--- src/eht_pkg.sv ---
// Shared types, constants and a helper function of the extendible hash table.
package eht_pkg;

  localparam int MAX_DEPTH    = 6;
  localparam int BUCKET_SLOTS = 8;
  localparam int KEY_BITS     = 32;
  localparam int DIR_SIZE     = 1 << MAX_DEPTH;
  localparam int SLOT_COUNT   = DIR_SIZE * BUCKET_SLOTS;
  localparam int DIR_AW       = $clog2(DIR_SIZE);
  localparam int SLOT_AW      = $clog2(BUCKET_SLOTS);
  localparam int FILL_W       = $clog2(BUCKET_SLOTS + 1);
  localparam int DEPTH_W      = 3;
  localparam int CNT_W        = DIR_AW + 1;
  localparam int META_W       = DEPTH_W + FILL_W;
  localparam int SLOT_W       = 2 * KEY_BITS;

  localparam logic [31:0] FNV_BASIS = 32'h811c9dc5;
  localparam logic [31:0] FNV_PRIME = 32'h01000193;

  typedef enum logic [1:0] {
    KIND_INSERT = 2'd0,
    KIND_LOOKUP = 2'd1,
    KIND_CLEAR  = 2'd2,
    KIND_NOP    = 2'd3
  } eht_kind_t;

  typedef enum logic [2:0] {
    ST_INSERTED  = 3'd0,
    ST_SPLIT_OK  = 3'd1,
    ST_DIR_FULL  = 3'd2,
    ST_OVERFLOW  = 3'd3,
    ST_FOUND     = 3'd4,
    ST_NOT_FOUND = 3'd5,
    ST_CLEARED   = 3'd6
  } eht_status_t;

  typedef enum logic [4:0] {
    S_CLR, S_IDLE, S_HASH, S_DIR, S_META,
    S_LK_RD, S_LK_CMP, S_LK_END,
    S_DBL_RD, S_DBL_WR, S_SPLIT, S_FIND_RD, S_FIND_CMP, S_SPAN, S_PTR_WR,
    S_REC_RD, S_REC_GO, S_REC_WAIT, S_NEW_GO, S_NEW_WAIT, S_META_B, S_META_NB
  } eht_state_t;

  typedef struct packed {
    logic [1:0]           kind;
    logic signed [31:0]   key;
    logic [31:0]          payload;
  } eht_in_t;

  typedef struct packed {
    eht_status_t          status;
    logic signed [31:0]   found_key;
    logic [31:0]          found_payload;
    logic                 last;
  } eht_out_t;

  typedef struct packed {
    logic                 start;
    logic [31:0]          key;
    logic [DEPTH_W-1:0]   depth;
  } eht_hash_req_t;

  typedef struct packed {
    logic                 done;
    logic [DIR_AW-1:0]    index;
  } eht_hash_rsp_t;

  // Top depth bits of the hash; depth zero always gives index zero.
  function automatic logic [DIR_AW-1:0] hash_top(input logic [31:0] h,
                                                 input logic [DEPTH_W-1:0] d);
    logic [31:0] sh;
    sh = h >> (6'd32 - {3'd0, d});
    if (d == '0) return '0;
    return sh[DIR_AW-1:0];
  endfunction

endpackage

--- src/eht_hash.sv ---
// Iterative FNV-1a style unit, one key byte per cycle, then the directory index.
module eht_hash (
  input  logic                   clk,
  input  logic                   rst_n,
  input  eht_pkg::eht_hash_req_t req,
  output eht_pkg::eht_hash_rsp_t rsp
);
  import eht_pkg::*;

  logic [31:0]        h_r, h_nxt;
  logic [31:0]        key_r;
  logic [DEPTH_W-1:0] depth_r;
  logic [2:0]         step_r, step_nxt;
  logic               run_r, run_nxt;
  logic               done_r, done_nxt;
  logic [DIR_AW-1:0]  idx_r, idx_nxt;
  logic [7:0]         byte_sel;
  logic [31:0]        byte_ext;

  assign byte_sel = key_r[{step_r[1:0], 3'b000} +: 8];
  assign byte_ext = {{24{byte_sel[7]}}, byte_sel};

  always_comb begin
    h_nxt    = h_r;
    step_nxt = step_r;
    run_nxt  = run_r;
    done_nxt = 1'b0;
    idx_nxt  = idx_r;
    if (req.start) begin
      h_nxt    = FNV_BASIS;
      step_nxt = '0;
      run_nxt  = 1'b1;
    end else if (run_r) begin
      if (step_r == 3'd4) begin
        run_nxt  = 1'b0;
        done_nxt = 1'b1;
        idx_nxt  = hash_top(h_r, depth_r);
      end else begin
        h_nxt    = (h_r ^ byte_ext) * FNV_PRIME;
        step_nxt = step_r + 3'd1;
      end
    end
  end

  always_ff @(posedge clk) begin
    if (!rst_n) begin
      run_r  <= 1'b0;
      done_r <= 1'b0;
      step_r <= '0;
    end else begin
      run_r  <= run_nxt;
      done_r <= done_nxt;
      step_r <= step_nxt;
    end
    h_r   <= h_nxt;
    idx_r <= idx_nxt;
    if (req.start) begin
      key_r   <= req.key;
      depth_r <= req.depth;
    end
  end

  assign rsp.done  = done_r;
  assign rsp.index = idx_r;

endmodule

--- config.mk ---
export PLATFORM = sky130hd
export DESIGN_NAME = eht_hash
export DESIGN_NICKNAME = d
export VERILOG_FILES = /design/src/eht_pkg.sv /design/src/eht_hash.sv
export SDC_FILE = /design/constraint.sdc
export NUM_CORES = 1
export LEC_CHECK = 0
export BUFFER_PORTS_ARGS = -buffer_cell sky130_fd_sc_hd__buf_2
export CAP_MARGIN = 20
export CORE_AREA = 2 2 176 178
export CTS_CLUSTER_DIAMETER = 120
export CTS_CLUSTER_SIZE = 12
export DETAILED_ROUTE_END_ITERATION = 16
export DIE_AREA = 0 0 178 180
export GPL_TIMING_DRIVEN = 0
export HOLD_SLACK_MARGIN = 0.08
export PLACE_DENSITY = 0.55
export REMOVE_ABC_BUFFERS = 1
export SLEW_MARGIN = 20
export SYNTH_ARGS = -nofsm -noshare
export SYNTH_HDL_FRONTEND = slang
export SYNTH_SLANG_ARGS = --single-unit
--- constraint.sdc ---
create_clock -name clk -period 16.7 [get_ports clk]
set_clock_uncertainty 0.05 [all_clocks]
set_input_delay 3.34 -clock clk [delete_from_list [all_inputs] [get_ports clk]]
set_output_delay 3.34 -clock clk [all_outputs]
set_load 0.01 [all_outputs]
* Word-level counts from Yosys, hierarchy flattened *
Cells that the tools add are included.

operators by class
  $add $sub $neg = 2
  $mul = 1
  eq/ne operators = 1
  shifts and indexed selects = 2
  multiplexer cells = 10
  bitwise gates (word level) = 5
  reductions and logical operators = 5

operators by type and width
  operator                                                                count
  32-bit by 25-bit multiplier with 32-bit output (second input constant)  1
  32-bit by 6-bit variable part select with 8-bit output                  1
  32-bit by 6-bit >> shifter with 6-bit output                            1
  32-bit XOR                                                              1
  6-bit 2-to-1 mux                                                        2
  1-bit 2-to-1 mux                                                        8
  6-bit by 3-bit subtractor with 6-bit output (first input constant)      1
  1-bit NOT                                                               4
  3-bit by 1-bit adder with 3-bit output (second input constant)          1
  3-bit == test (second input constant)                                   1
  3-bit zero test                                                         1
  3-bit AND reduction                                                     1
  3-bit OR reduction                                                      1
  2-bit AND reduction                                                     1
  2-bit OR reduction                                                      1

storage, ports and cells
  flip-flop bits (word level) = 78
  input bits = 38
  output and inout port bits = 7
  logic and storage cells = 33

* Longest topological paths before layout *
Gate-level depths: netlist of the first run.

  depth after elaboration = 6
  depth in mapped cells = 27
  gate-level depth less buffers = 24

* Worst setup path after synthesis of the first run *
OpenSTA, ideal clock, no wires.

  path kind = register to register
  start point = register step_r[1]
  end point = register h_r[30]
  library setup time = 117 ps
  data arrival time = 6089 ps
  data required time = 16533 ps
  slack = 10444 ps
  stages on the path, launching flop included = 26
  buffers on the path = 2
  clock period less this slack = 6256 ps
  cell sequence = dfxtp_1 > buf_6 > mux2_4 > nand2b_4 > and2_4 > buf_6 > xnor2_1 > inv_1 > ha_1 > ha_1 > fa_1 > ha_1 > fa_1 > ha_1 > inv_1 > fa_1 > inv_1 > ha_1 > a21o_1 > a21oi_1 > o21ai_0 > or2_2 > a211o_1 > o31ai_1 > xnor2_1 > a22o_1

on the way
  cells in the longest elaborated chain, start to end = 3
  elaborated cells between the ends (all ways) = 6
  classes of those cells = 1 x mul; 1 x eq/ne; 1 x shift; 2 x bitwise; 1 x reduce/logical

RTL lines
  what                                                                                            line                            RTL
  start: declaration                                                                              eht_hash.sv:13                  logic [2:0] step_r, step_nxt;
  start signal: assignment                                                                        eht_hash.sv:53                  step_r <= step_nxt;
  32-bit by 6-bit variable part select with 8-bit output / 3-bit == test (equally long branches)  eht_hash.sv:20, eht_hash.sv:34
  32-bit XOR / 1-bit NOT (equally long branches)                                                  n/a
  32-bit by 25-bit multiplier with 32-bit output / 2-bit AND reduction (equally long branches)    n/a
  end signal: assignment                                                                          eht_hash.sv:55                  h_r <= h_nxt;
  end: declaration                                                                                eht_hash.sv:10                  logic [31:0] h_r, h_nxt;

Parallel ways exist; a longest one is shown, timed or not.
A chain may end at the register's enable or synchronous reset.

* Final worst setup path of the first run *
Ends and elaborated chain as after synthesis.

==> flow_metrics.env, run 1 <==
export IMPL_ios=45
export IMPL_final_util_pct=32.4
export IMPL_period_share_pct=43.9
export IMPL_max_stage_delay_ps=690
export IMPL_path_buf_inv=3
export IMPL_drt_wirelength_per_cell_um=14.4
export IMPL_hold_violations=0
export IMPL_tns_ps=0
export IMPL_crit_slowest_cell="dfxtp_1"
export IMPL_fmax_ghz=0.136
export IMPL_worst_pin_slew_ps=885
export IMPL_path_cells="mux2_4 > nand2b_4 > and2_4 > xnor2_1 > inv_1 > ha_1 > ha_1 > fa_1 > ha_1 > fa_1 > ha_1 > inv_1 > fa_1 > inv_1 > ha_1 > and3_1 > a32oi_1 > a21oi_1 > or2_2 > a211o_1 > o31ai_1 > xnor2_1 > a22o_1"
export IMPL_gr_total_overflow=0
export IMPL_grt_pass1_vias=6384
export IMPL_place_congestion=0.841
export IMPL_netlist_top_cells_area="ha_1 21%, fa_1 17%, edfxtp_1 14%"
export IMPL_rr_startpoint="step_r[1]$_SDFFE_PP0P_"
export IMPL_crit_fanout=29
export IMPL_period_minus_slack_ps=7330
export IMPL_synth_async_sr_flop_share_pct=0
export IMPL_cp_data_required_time_ps=16910
export IMPL_diodes=0
export IMPL_synth_avg_cell_area_um2=9.80
export IMPL_clock_sinks=78
export IMPL_arrival_ps=7540
export IMPL_root_buffer="clkbuf_16"
export IMPL_wirelength_um=19100
export IMPL_die_area_um2=32000
export IMPL_final_nets=1192
export IMPL_synth_top_cell_by_area="ha_1"
export IMPL_holdCritStartpoint="h_r[6]$_SDFFE_PP1P_"
export IMPL_grt_start_max_net_pins=42
export IMPL_post_dp_hpwl_um=15500
export IMPL_place_area_um2=9500
export IMPL_rows=64
export IMPL_cts_max_path_buffers=2
export IMPL_max_cap_viol_count=0
export IMPL_seq_area_frac_synth_pct=22.2
export IMPL_synth_edf_count=41
export IMPL_vias=6062
export IMPL_dieWidth_um=178
export IMPL_dpl_worst_slack_ps=9400
export IMPL_drt_iter0_drc=235
export IMPL_synthDistinctLibCells=58
export IMPL_maxSlewHeadroom_pct=41.0
export IMPL_grt_pass1_wl_um=32200
export IMPL_cts_tree="yes"
export IMPL_syn_area_um2=8890
export IMPL_synth_most_common_cell="inv_1"
export IMPL_drt_vias_per_instance=4.56
export IMPL_ys_seq_elements=78
export IMPL_synthTopCellsByCount="181 x inv_1, 151 x ha_1, 74 x fa_1, 68 x nor2_1, 58 x xor2_1"
export IMPL_clkTransAtPathRegs_ps=70
export IMPL_syn2layout_area_growth_pct=10.2
export IMPL_drc=0
export IMPL_worstSetupPathType="reg -> reg"
export IMPL_setup_viol=0
export IMPL_yosysTopAreaCellShare_pct=21.3
export IMPL_cts_resized=0
export IMPL_ctsHoldBuffers=0
export IMPL_cts_buffers=9
export IMPL_die_h_um=180
export IMPL_grtUsageTotal_pct=12.8
export IMPL_core_area_um2=30200
export IMPL_synth_cells=907
export IMPL_antenna_found_initial=1
export IMPL_ys_warn_count=0
export IMPL_drv_slew=0
export IMPL_initial_core_util_pct=29.4
export IMPL_crit_path_end_kind="flop"
export IMPL_first_pass_iters=4
export IMPL_clk_latency_ps=360
export IMPL_postLayoutCellArea_um2=9800
export IMPL_start_kind="flop"
export IMPL_cp_common_cell="ha_1"
export IMPL_min_path_type="reg -> reg"
export IMPL_post_cts_buffers=0
export IMPL_cts_htree_levels=3
export IMPL_rsz0062_at_grt="no"
export IMPL_status="finished clean"
export IMPL_path_delay_family="adder cells"
export IMPL_drive_gt1_share_pct=9.21
export IMPL_finalWorstSetupSlack_ps=9370
export IMPL_port_buffers=44
export IMPL_crit_start="step_r[1]$_SDFFE_PP0P_"
export IMPL_antenna_left=0
export IMPL_ys_flop_type="edfxtp_1"
==> final timing paths <==
check	to	slack [ps]	depth (start not counted)
worst min register to register	h_r[6]$_SDFFE_PP1P_	450	1
worst max-delay path	h_r[30]$_SDFFE_PP0P_	9370	23
worst max register to register	h_r[30]$_SDFFE_PP0P_	9370	23
worst min-delay path	h_r[6]$_SDFFE_PP1P_	450	1
==> per-layer routing <==
metal / wire, µm / vias up / part of all wire [%] / global-route usage [%]
met2: 9060 / 80 / 47 / 21.1
met4: 340 / 2 / 1.8 / 3.02
li1: - / 3016 / - / -
met5: 12 / - / 0.063 / 0
met3: 535 / 24 / 2.8 / 2.60
met1: 9150 / 2940 / 48 / 17.0
==> metrics by stage <==
step / hold WS, ps / std cells
after floorplan: 410 / 873
after global placement: 419 / 1313
after detailed placement: 437 / 1314
after CTS: 452 / 1330
after global routing: 477 / 1330
final: 445 / 1330
==> cells in the final DEF (no fill, tap or decap), types with 5 or more instances in the layout <==
master       n
xor2_1      58
xnor2_1     49
inv_1      181
fa_1        74
nor2b_1      6
nand2_1     22
a31oi_1      5
buf_2       44
a21o_1       9
inv_6        5
edfxtp_1    41
a211oi_1     8
nand2b_1     6
o21ai_0     23
a21oi_1     36
o21a_1       7
a22o_1      20
ha_1       151
mux4_2       9
nor2_1      67
nand3_1      6
dfxtp_1     37
clkbuf_16    9
nor3_1      10
==> cell type report <==
cell class,count,area (µm²)
Clock buffer,9,225
Clock inverter,7,71.3
Fill cell,3111,20400
Inverter,181,679
Multi-Input combinational cell,614,6100
Sequential cell,78,1970
Tap cell,396,495
Timing Repair Buffer,45,248
==> sequential cells by signal (all words and copies together), names as in the netlist <==
register and flops:
h_r 32, done_r 1, depth_r 3, key_r 32
step_r 3, run_r 1, idx_r 6
==> logic make-up (layout without fill, tap and decap cells) <==
logic type                 Yosys count  count (layout)  synth area share, %
AOI/OAI and AO/OA                  130             130                 9.87
buffers and inverters              215             242                 9.35
xor gates and xnor gates           107             107                 10.5
muxes                               15              15                 3.03
and+or+nand+nor                    137             137                 7.11
DFF                                 78              78                 22.2
adders and majority gates          225             225                 37.9
==> worst reg2reg max path, delay by kind of cell (launching register included) <==
kind | cells | cell delay, ps
compound gates | 5 | 1220
xor+xnor | 2 | 650
fa+ha+maj | 8 | 2990
buf+inv | 3 | 250
flops | 1 | 690
mux | 1 | 360
simple gates | 4 | 1020
Power of run 1 is not shown: default switching activity piles up to over one toggle a cycle in this logic, so the estimate is an artifact.
==> run 2, diff against run 1 <==
ABC_AREA = 1   (was unset)
CORE_AREA = 2 2 180 182   (was 2 2 176 178)
DIE_AREA = 0 0 182 184   (was 0 0 178 180)
PLACE_DENSITY = 0.57   (was 0.55)
clock period = 6.6 ns   (was 16.7 ns; I/O delays follow)
==> run 2 against run 1 <==
Maximum frequency grew 20%. Count of clock-buffer cells in the layout is the same. Area after synthesis grew 5.1%. Non-clock buffer count shrank 1. Cell count grew 17%. Largest cell class unchanged.
==> flow_metrics.env, run 2 <==
export IMPL_syn2layout_area_growth_pct=9.94
export IMPL_max_stage_delay_ps=540
export IMPL_cts_tree="yes"
export IMPL_final_util_pct=32.7
export IMPL_drive_gt1_share_pct=8.16
export IMPL_ys_warn_count=0
export IMPL_path_cells="inv_2 > o21ai_0 > o22ai_1 > xor2_2 > ha_1 > ha_1 > fa_1 > ha_1 > fa_1 > ha_1 > inv_1 > fa_1 > inv_1 > ha_1 > a21oi_1 > nor2_1 > nor2_2 > nand3_1 > nand3b_1 > inv_1 > nor2_1 > nand3_1 > nand3_1 > nand2_1"
export IMPL_synth_compound_area_share_pct=9.04
export IMPL_ios=45
export IMPL_grt_start_max_net_pins=43
export IMPL_dp_cells=1538
export IMPL_ys_seq_elements=78
export IMPL_wirelength_um=22600
export IMPL_worst_pin_slew_ps=924
export IMPL_start_kind="flop"
export IMPL_synth_most_common_cell="inv_1"
export IMPL_min_path_type="reg -> reg"
export IMPL_worstSetupPathType="reg -> reg"
export IMPL_grt_pass1_wl_um=37700
export IMPL_place_area_um2=9920
export IMPL_stdcell_count=1554
export IMPL_rsz0062_at_grt="no"
export IMPL_ctsHoldBuffers=0
export IMPL_cp_common_cell="ha_1"
export IMPL_synth_async_sr_flop_share_pct=0
export IMPL_drc=0
export IMPL_crit_fanout=13
export IMPL_seq_area_frac_synth_pct=21.1
export IMPL_diodes=0
export IMPL_clk_latency_ps=350
export IMPL_hold_violations=0
export IMPL_status="finished clean"
export IMPL_postLayoutCellArea_um2=10300
export IMPL_max_cap_viol_count=0
export IMPL_clkTransAtPathRegs_ps=60
export IMPL_yosysTopAreaCellShare_pct=20.2
export IMPL_period_minus_slack_ps=6130
export IMPL_synth_cells=1120
export IMPL_cp_data_required_time_ps=6790
export IMPL_netlist_top_cells_area="ha_1 20%, fa_1 16%, edfxtp_1 13%"
export IMPL_crit_slowest_cell="fa_1"
export IMPL_synthAdderAreaFrac_pct=36.1
export IMPL_synth_edf_count=41
export IMPL_final_common_cell="inv_1"
export IMPL_holdWs_ps=407
export IMPL_port_buffers=44
export IMPL_dieWidth_um=182
export IMPL_synthSimpleGateAreaFrac_pct=14.9
export IMPL_post_dp_hpwl_um=19100
export IMPL_syn_area_um2=9340
export IMPL_top_regs="h_r (32), key_r (32), idx_r (6)"
export IMPL_synthDistinctLibCells=50
export IMPL_synth_top_family_by_area="adder cells"
export IMPL_place_congestion=0.941
export IMPL_cts_buffers=9
export IMPL_arrival_ps=6330
export IMPL_grt_pass1_vias=7504
export IMPL_crit_path_end_kind="flop"
export IMPL_clock_sinks=78
export IMPL_root_buffer="clkbuf_16"
export IMPL_fmax_ghz=0.163
export IMPL_drt_wirelength_per_cell_um=14.5
export IMPL_post_cts_buffers=0
export IMPL_final_cell_mix="239 x inv_1, 152 x nand2_1, 151 x ha_1"
export IMPL_n_fill_cell=3296
export IMPL_initial_core_util_pct=29.7
export IMPL_cts_max_path_buffers=2
export IMPL_grtUsageTotal_pct=14.2
export IMPL_drt_vias_per_instance=4.59
export IMPL_ys_flop_type="edfxtp_1"
export IMPL_synthTopCellsByCount="239 x inv_1, 152 x nand2_1, 151 x ha_1, 92 x nor2_1, 74 x fa_1"
export IMPL_drt_iter0_drc=371
export IMPL_synth_avg_cell_area_um2=8.34
export IMPL_vias=7137
export IMPL_synth_xor_area_share_pct=7.53
export IMPL_rows=65
export IMPL_first_pass_iters=5
export IMPL_antenna_found_initial=0
export IMPL_die_h_um=184
export IMPL_die_area_um2=33500
export IMPL_cts_htree_levels=3
export IMPL_synth_mux_area_share_pct=0
export IMPL_maxSlewHeadroom_pct=38.4
export IMPL_drv_slew=0
export IMPL_period_share_pct=92.9
export IMPL_antenna_left=0
export IMPL_core_area_um2=31400
export IMPL_synth_top_cell_by_area="ha_1"
export IMPL_final_nets=1410
export IMPL_gr_total_overflow=0
export IMPL_setup_viol=0
## run 2: cell types whose count changed after synthesis, sizes merged, moves of 7 or more
cell | previous run | this run
o22ai | 1 | 8
a21o | 9 | 1
nor2 | 68 | 97
o21ai | 25 | 62
inv | 181 | 242
a211oi | 9 | 0
a21oi | 38 | 59
xnor2 | 49 | 13
nand2b | 7 | 0
nand2 | 22 | 160
a22o | 20 | 1
clkbuf | 26 | 18
nand3 | 6 | 30
mux4 | 9 | 0
## run 2: area by class of cell
type | count | area, µm² | share of cell area (%)
multi-input combinational | 771 | 6340 | 61.8
sequential | 78 | 1970 | 19.2
inverter | 243 | 915 | 8.91
tap | 402 | 503 | 4.90
clock buffer | 9 | 225 | 2.19
timing repair buffer | 44 | 220 | 2.14
clock inverter | 7 | 86.3 | 0.841
## run 2: path summary, 6_finish.rpt
path | startpoint | endpoint | slack, ps | depth (start not counted)
worst max-delay path | step_r[1]$_SDFFE_PP0P_ | h_r[31]$_SDFFE_PP1P_ | 470 | 24
worst min-delay path | run_r$_SDFF_PN0_ | done_r$_SDFF_PP0_ | 410 | 2
worst max register to register | step_r[1]$_SDFFE_PP0P_ | h_r[31]$_SDFFE_PP1P_ | 470 | 24
worst min register to register | run_r$_SDFF_PN0_ | done_r$_SDFF_PP0_ | 410 | 2
## run 2: what timing repair did
action,in CTS,in global routing
hold endpoints to repair,0,0
resized for setup,2,3
setup endpoints to repair,7,15
## run 2: kinds of logic after synthesis
family / Yosys count
simple gates: 318
buf+inv: 271
compound gates: 152
fa+ha+maj: 225
xor+xnor: 76
flops: 78
## run 2: worst max-delay path: cells and delay by family (launching register included)
kind,cells,cell delay (ps)
DFF,1,410
buffers and inverters,4,380
adders and majority gates,8,3050
and+or+nand+nor,8,1000
xor gates and xnor gates,1,530
AOI/OAI and AO/OA,3,610
## run 2: routing by layer
metal / up-vias / track usage, % / wire length (µm)
met5: - / 0 / 0
met4: 0 / 2.87 / 273
met3: 23 / 1.51 / 742
met2: 138 / 25.3 / 11000
met1: 3370 / 18.6 / 10600
li1: 3606 / - / -
## run 2: through the flow
step / setup WS, ps / setup TNS (ps)
3_5_place_dp: -75.6 / -148
6_report: 466 / 0
3_3_place_gp: -8.89 / -12.3
4_1_cts: 76.1 / 0
5_1_grt: 33.3 / 0
2_1_floorplan: 1170 / 0
Power of run 2 is left out for the same reason.
==> run 3, diff against run 2 <==
PLACE_DENSITY = 0.48   (was 0.57)
clock period = 5.4 ns   (was 6.6 ns; I/O delays follow)
==> run 3 against run 2 <==
Sequential share of layout area fell by 3.7 points. Via count rose by 7.3%. Cell area grew 25%. Core utilization grew 8.0 points. Hold slack improved by 2.8 ps. Die area is the same. Critical path depth unchanged. Cell count grew 6.2%. First-iteration DRC count is 32% higher. Highest routed layer unchanged.
==> flow_metrics.env, run 3 (synthesis results as in run 2) <==
export IMPL_rr_endpoint="h_r[23]$_SDFFE_PP0P_"
export IMPL_start_kind="flop"
export IMPL_vias=7656
export IMPL_rows=65
export IMPL_drt_iter0_drc=488
export IMPL_n_fill_cell=3137
export IMPL_drc=0
export IMPL_period_minus_slack_ps=5350
export IMPL_grt_pass1_wl_um=41800
export IMPL_first_pass_iters=7
export IMPL_final_nets=1507
export IMPL_place_congestion=0.858
export IMPL_initial_core_util_pct=29.7
export IMPL_dieWidth_um=182
export IMPL_die_area_um2=33500
export IMPL_drt_vias_per_instance=4.64
export IMPL_multi_input_area_um2=7960
export IMPL_path_buf_inv=4
export IMPL_drive_gt1_share_pct=33.5
export IMPL_path_cells="buf_4 > buf_12 > a21oi_2 > a32o_2 > xor2_4 > ha_4 > ha_4 > fa_1 > ha_2 > fa_1 > ha_1 > inv_2 > fa_1 > inv_2 > ha_4 > a21oi_4 > nor2_2 > nor2_4 > nand2_1 > nand2_1 > nand3_1 > or2_2 > nand3_1 > o21ai_0"
export IMPL_antenna_found_initial=0
export IMPL_post_dp_hpwl_um=20000
export IMPL_r2r_slack_ps=50
export IMPL_cp_data_required_time_ps=5560
export IMPL_clkTransAtPathRegs_ps=70
export IMPL_dp_cells=1538
export IMPL_drv_slew=0
export IMPL_max_cap_viol_count=0
export IMPL_grt_pass1_vias=8025
export IMPL_maxSlewHeadroom_pct=37.3
export IMPL_seq_area_um2=1980
export IMPL_crit_start="step_r[0]$_SDFFE_PP0P_"
export IMPL_crit_end="h_r[23]$_SDFFE_PP0P_"
export IMPL_ctsHoldBuffers=0
export IMPL_clk_latency_ps=340
export IMPL_core_area_um2=31400
export IMPL_r2r_cells=24
export IMPL_crit_fanout=7
export IMPL_place_area_um2=9920
export IMPL_syn2layout_area_growth_pct=36.9
export IMPL_fmax_ghz=0.187
export IMPL_grtUsageTotal_pct=16.0
export IMPL_stdcell_count=1651
export IMPL_cts_max_path_buffers=2
export IMPL_path_delay_family="adder cells"
export IMPL_final_cell_mix="208 x inv_1, 120 x nand2_1, 98 x ha_1"
export IMPL_cts_buffers=9
export IMPL_rr_startpoint="step_r[0]$_SDFFE_PP0P_"
export IMPL_die_h_um=184
export IMPL_worst_pin_slew_ps=940
export IMPL_diodes=0
export IMPL_cts_tree="yes"
export IMPL_wirelength_um=26500
export IMPL_antenna_left=0
export IMPL_worstSetupPathType="reg -> reg"
export IMPL_rsz0062_at_grt="yes"
export IMPL_cts_htree_levels=3
export IMPL_max_stage_delay_ps=540
export IMPL_grt_start_max_net_pins=43
export IMPL_crit_path_end_kind="flop"
export IMPL_clock_sinks=78
export IMPL_top_regs="h_r (32), key_r (32), idx_r (6)"
export IMPL_crit_slowest_cell="fa_1"
export IMPL_gr_total_overflow=0
export IMPL_postLayoutCellArea_um2=12800
export IMPL_arrival_ps=5510
export IMPL_status="finished clean"
export IMPL_hold_violations=0
export IMPL_ios=45
export IMPL_period_share_pct=99.0
export IMPL_min_path_type="reg -> reg"
export IMPL_port_buffers=44
export IMPL_setup_viol=0
export IMPL_drt_wirelength_per_cell_um=16.1
export IMPL_root_buffer="clkbuf_16"
export IMPL_cp_depth=24
export IMPL_final_common_cell="inv_1"
-- run 3: cell count changes in the layout (fill, tap and decap cells not counted), sizes merged --
| cell | change |
|---|---|
| clkinvlp | +1 |
| bufinv | -1 |
| nand2 | +2 |
| buf | +94 |
| inv | +1 |
-- run 3: layout make-up --
type	instances	area share [%]
clock inverter	7	0.499
timing repair buffer	138	8.81
tap	402	3.93
sequential	78	15.5
multi-input combinational	773	62.2
inverter	243	7.25
timing repair inverter	1	0.0489
clock buffer	9	1.76
-- run 3: how the worst min path moves through the flow --
stage / startpoint / to / cells after the start
floorplan: run_r$_SDFF_PN0_ / done_r$_SDFF_PP0_ / 2
global placement: run_r$_SDFF_PN0_ / done_r$_SDFF_PP0_ / 2
detailed placement: run_r$_SDFF_PN0_ / done_r$_SDFF_PP0_ / 2
CTS: run_r$_SDFF_PN0_ / done_r$_SDFF_PP0_ / 2
global route: run_r$_SDFF_PN0_ / done_r$_SDFF_PP0_ / 2
finish: run_r$_SDFF_PN0_ / done_r$_SDFF_PP0_ / 2
-- run 3: through the flow --
step / util, % / TNS (ps) / setup WS (ps) / hold slack (ps)
floorplan: - / -67.2 / -32.1 / 387
global placement: 31.6 / -23740 / -1350 / 401
detailed placement: 31.6 / -24150 / -1390 / 403
CTS: 37.1 / -7.55 / -7.55 / 411
global route: 40.7 / -1160 / -242 / 464
finish: 40.7 / 0 / 53.4 / 410
-- run 3: tightest hold or removal path: cells and delay by family (launching register included) --
| kind | cells | cell delay [ps] |
|---|---|---|
| simple gates | 1 | 50 |
| buf+inv | 1 | 60 |
| flops | 1 | 310 |
-- run 3: metal layers --
metal  up-vias  global-route usage (%)  part of all wire [%]  routed length, µm
met5         -                       0                     0                  0
met1      3702                    20.9                    46              12100
met3        32                    1.53                   2.7                725
met2       124                    28.1                    50              13200
li1       3798                       -                     -                  -
met4         0                    4.42                   2.1                554
-- run 3: timing repair --
action / in CTS / in global routing
resized for setup: 162 / 203
endpoints found under the setup margin: 22 / 22
pin swaps: 51 / 140
cloned: 4 / 0
setup buffers: 56 / 39
Power of run 3 is left out for the same reason.
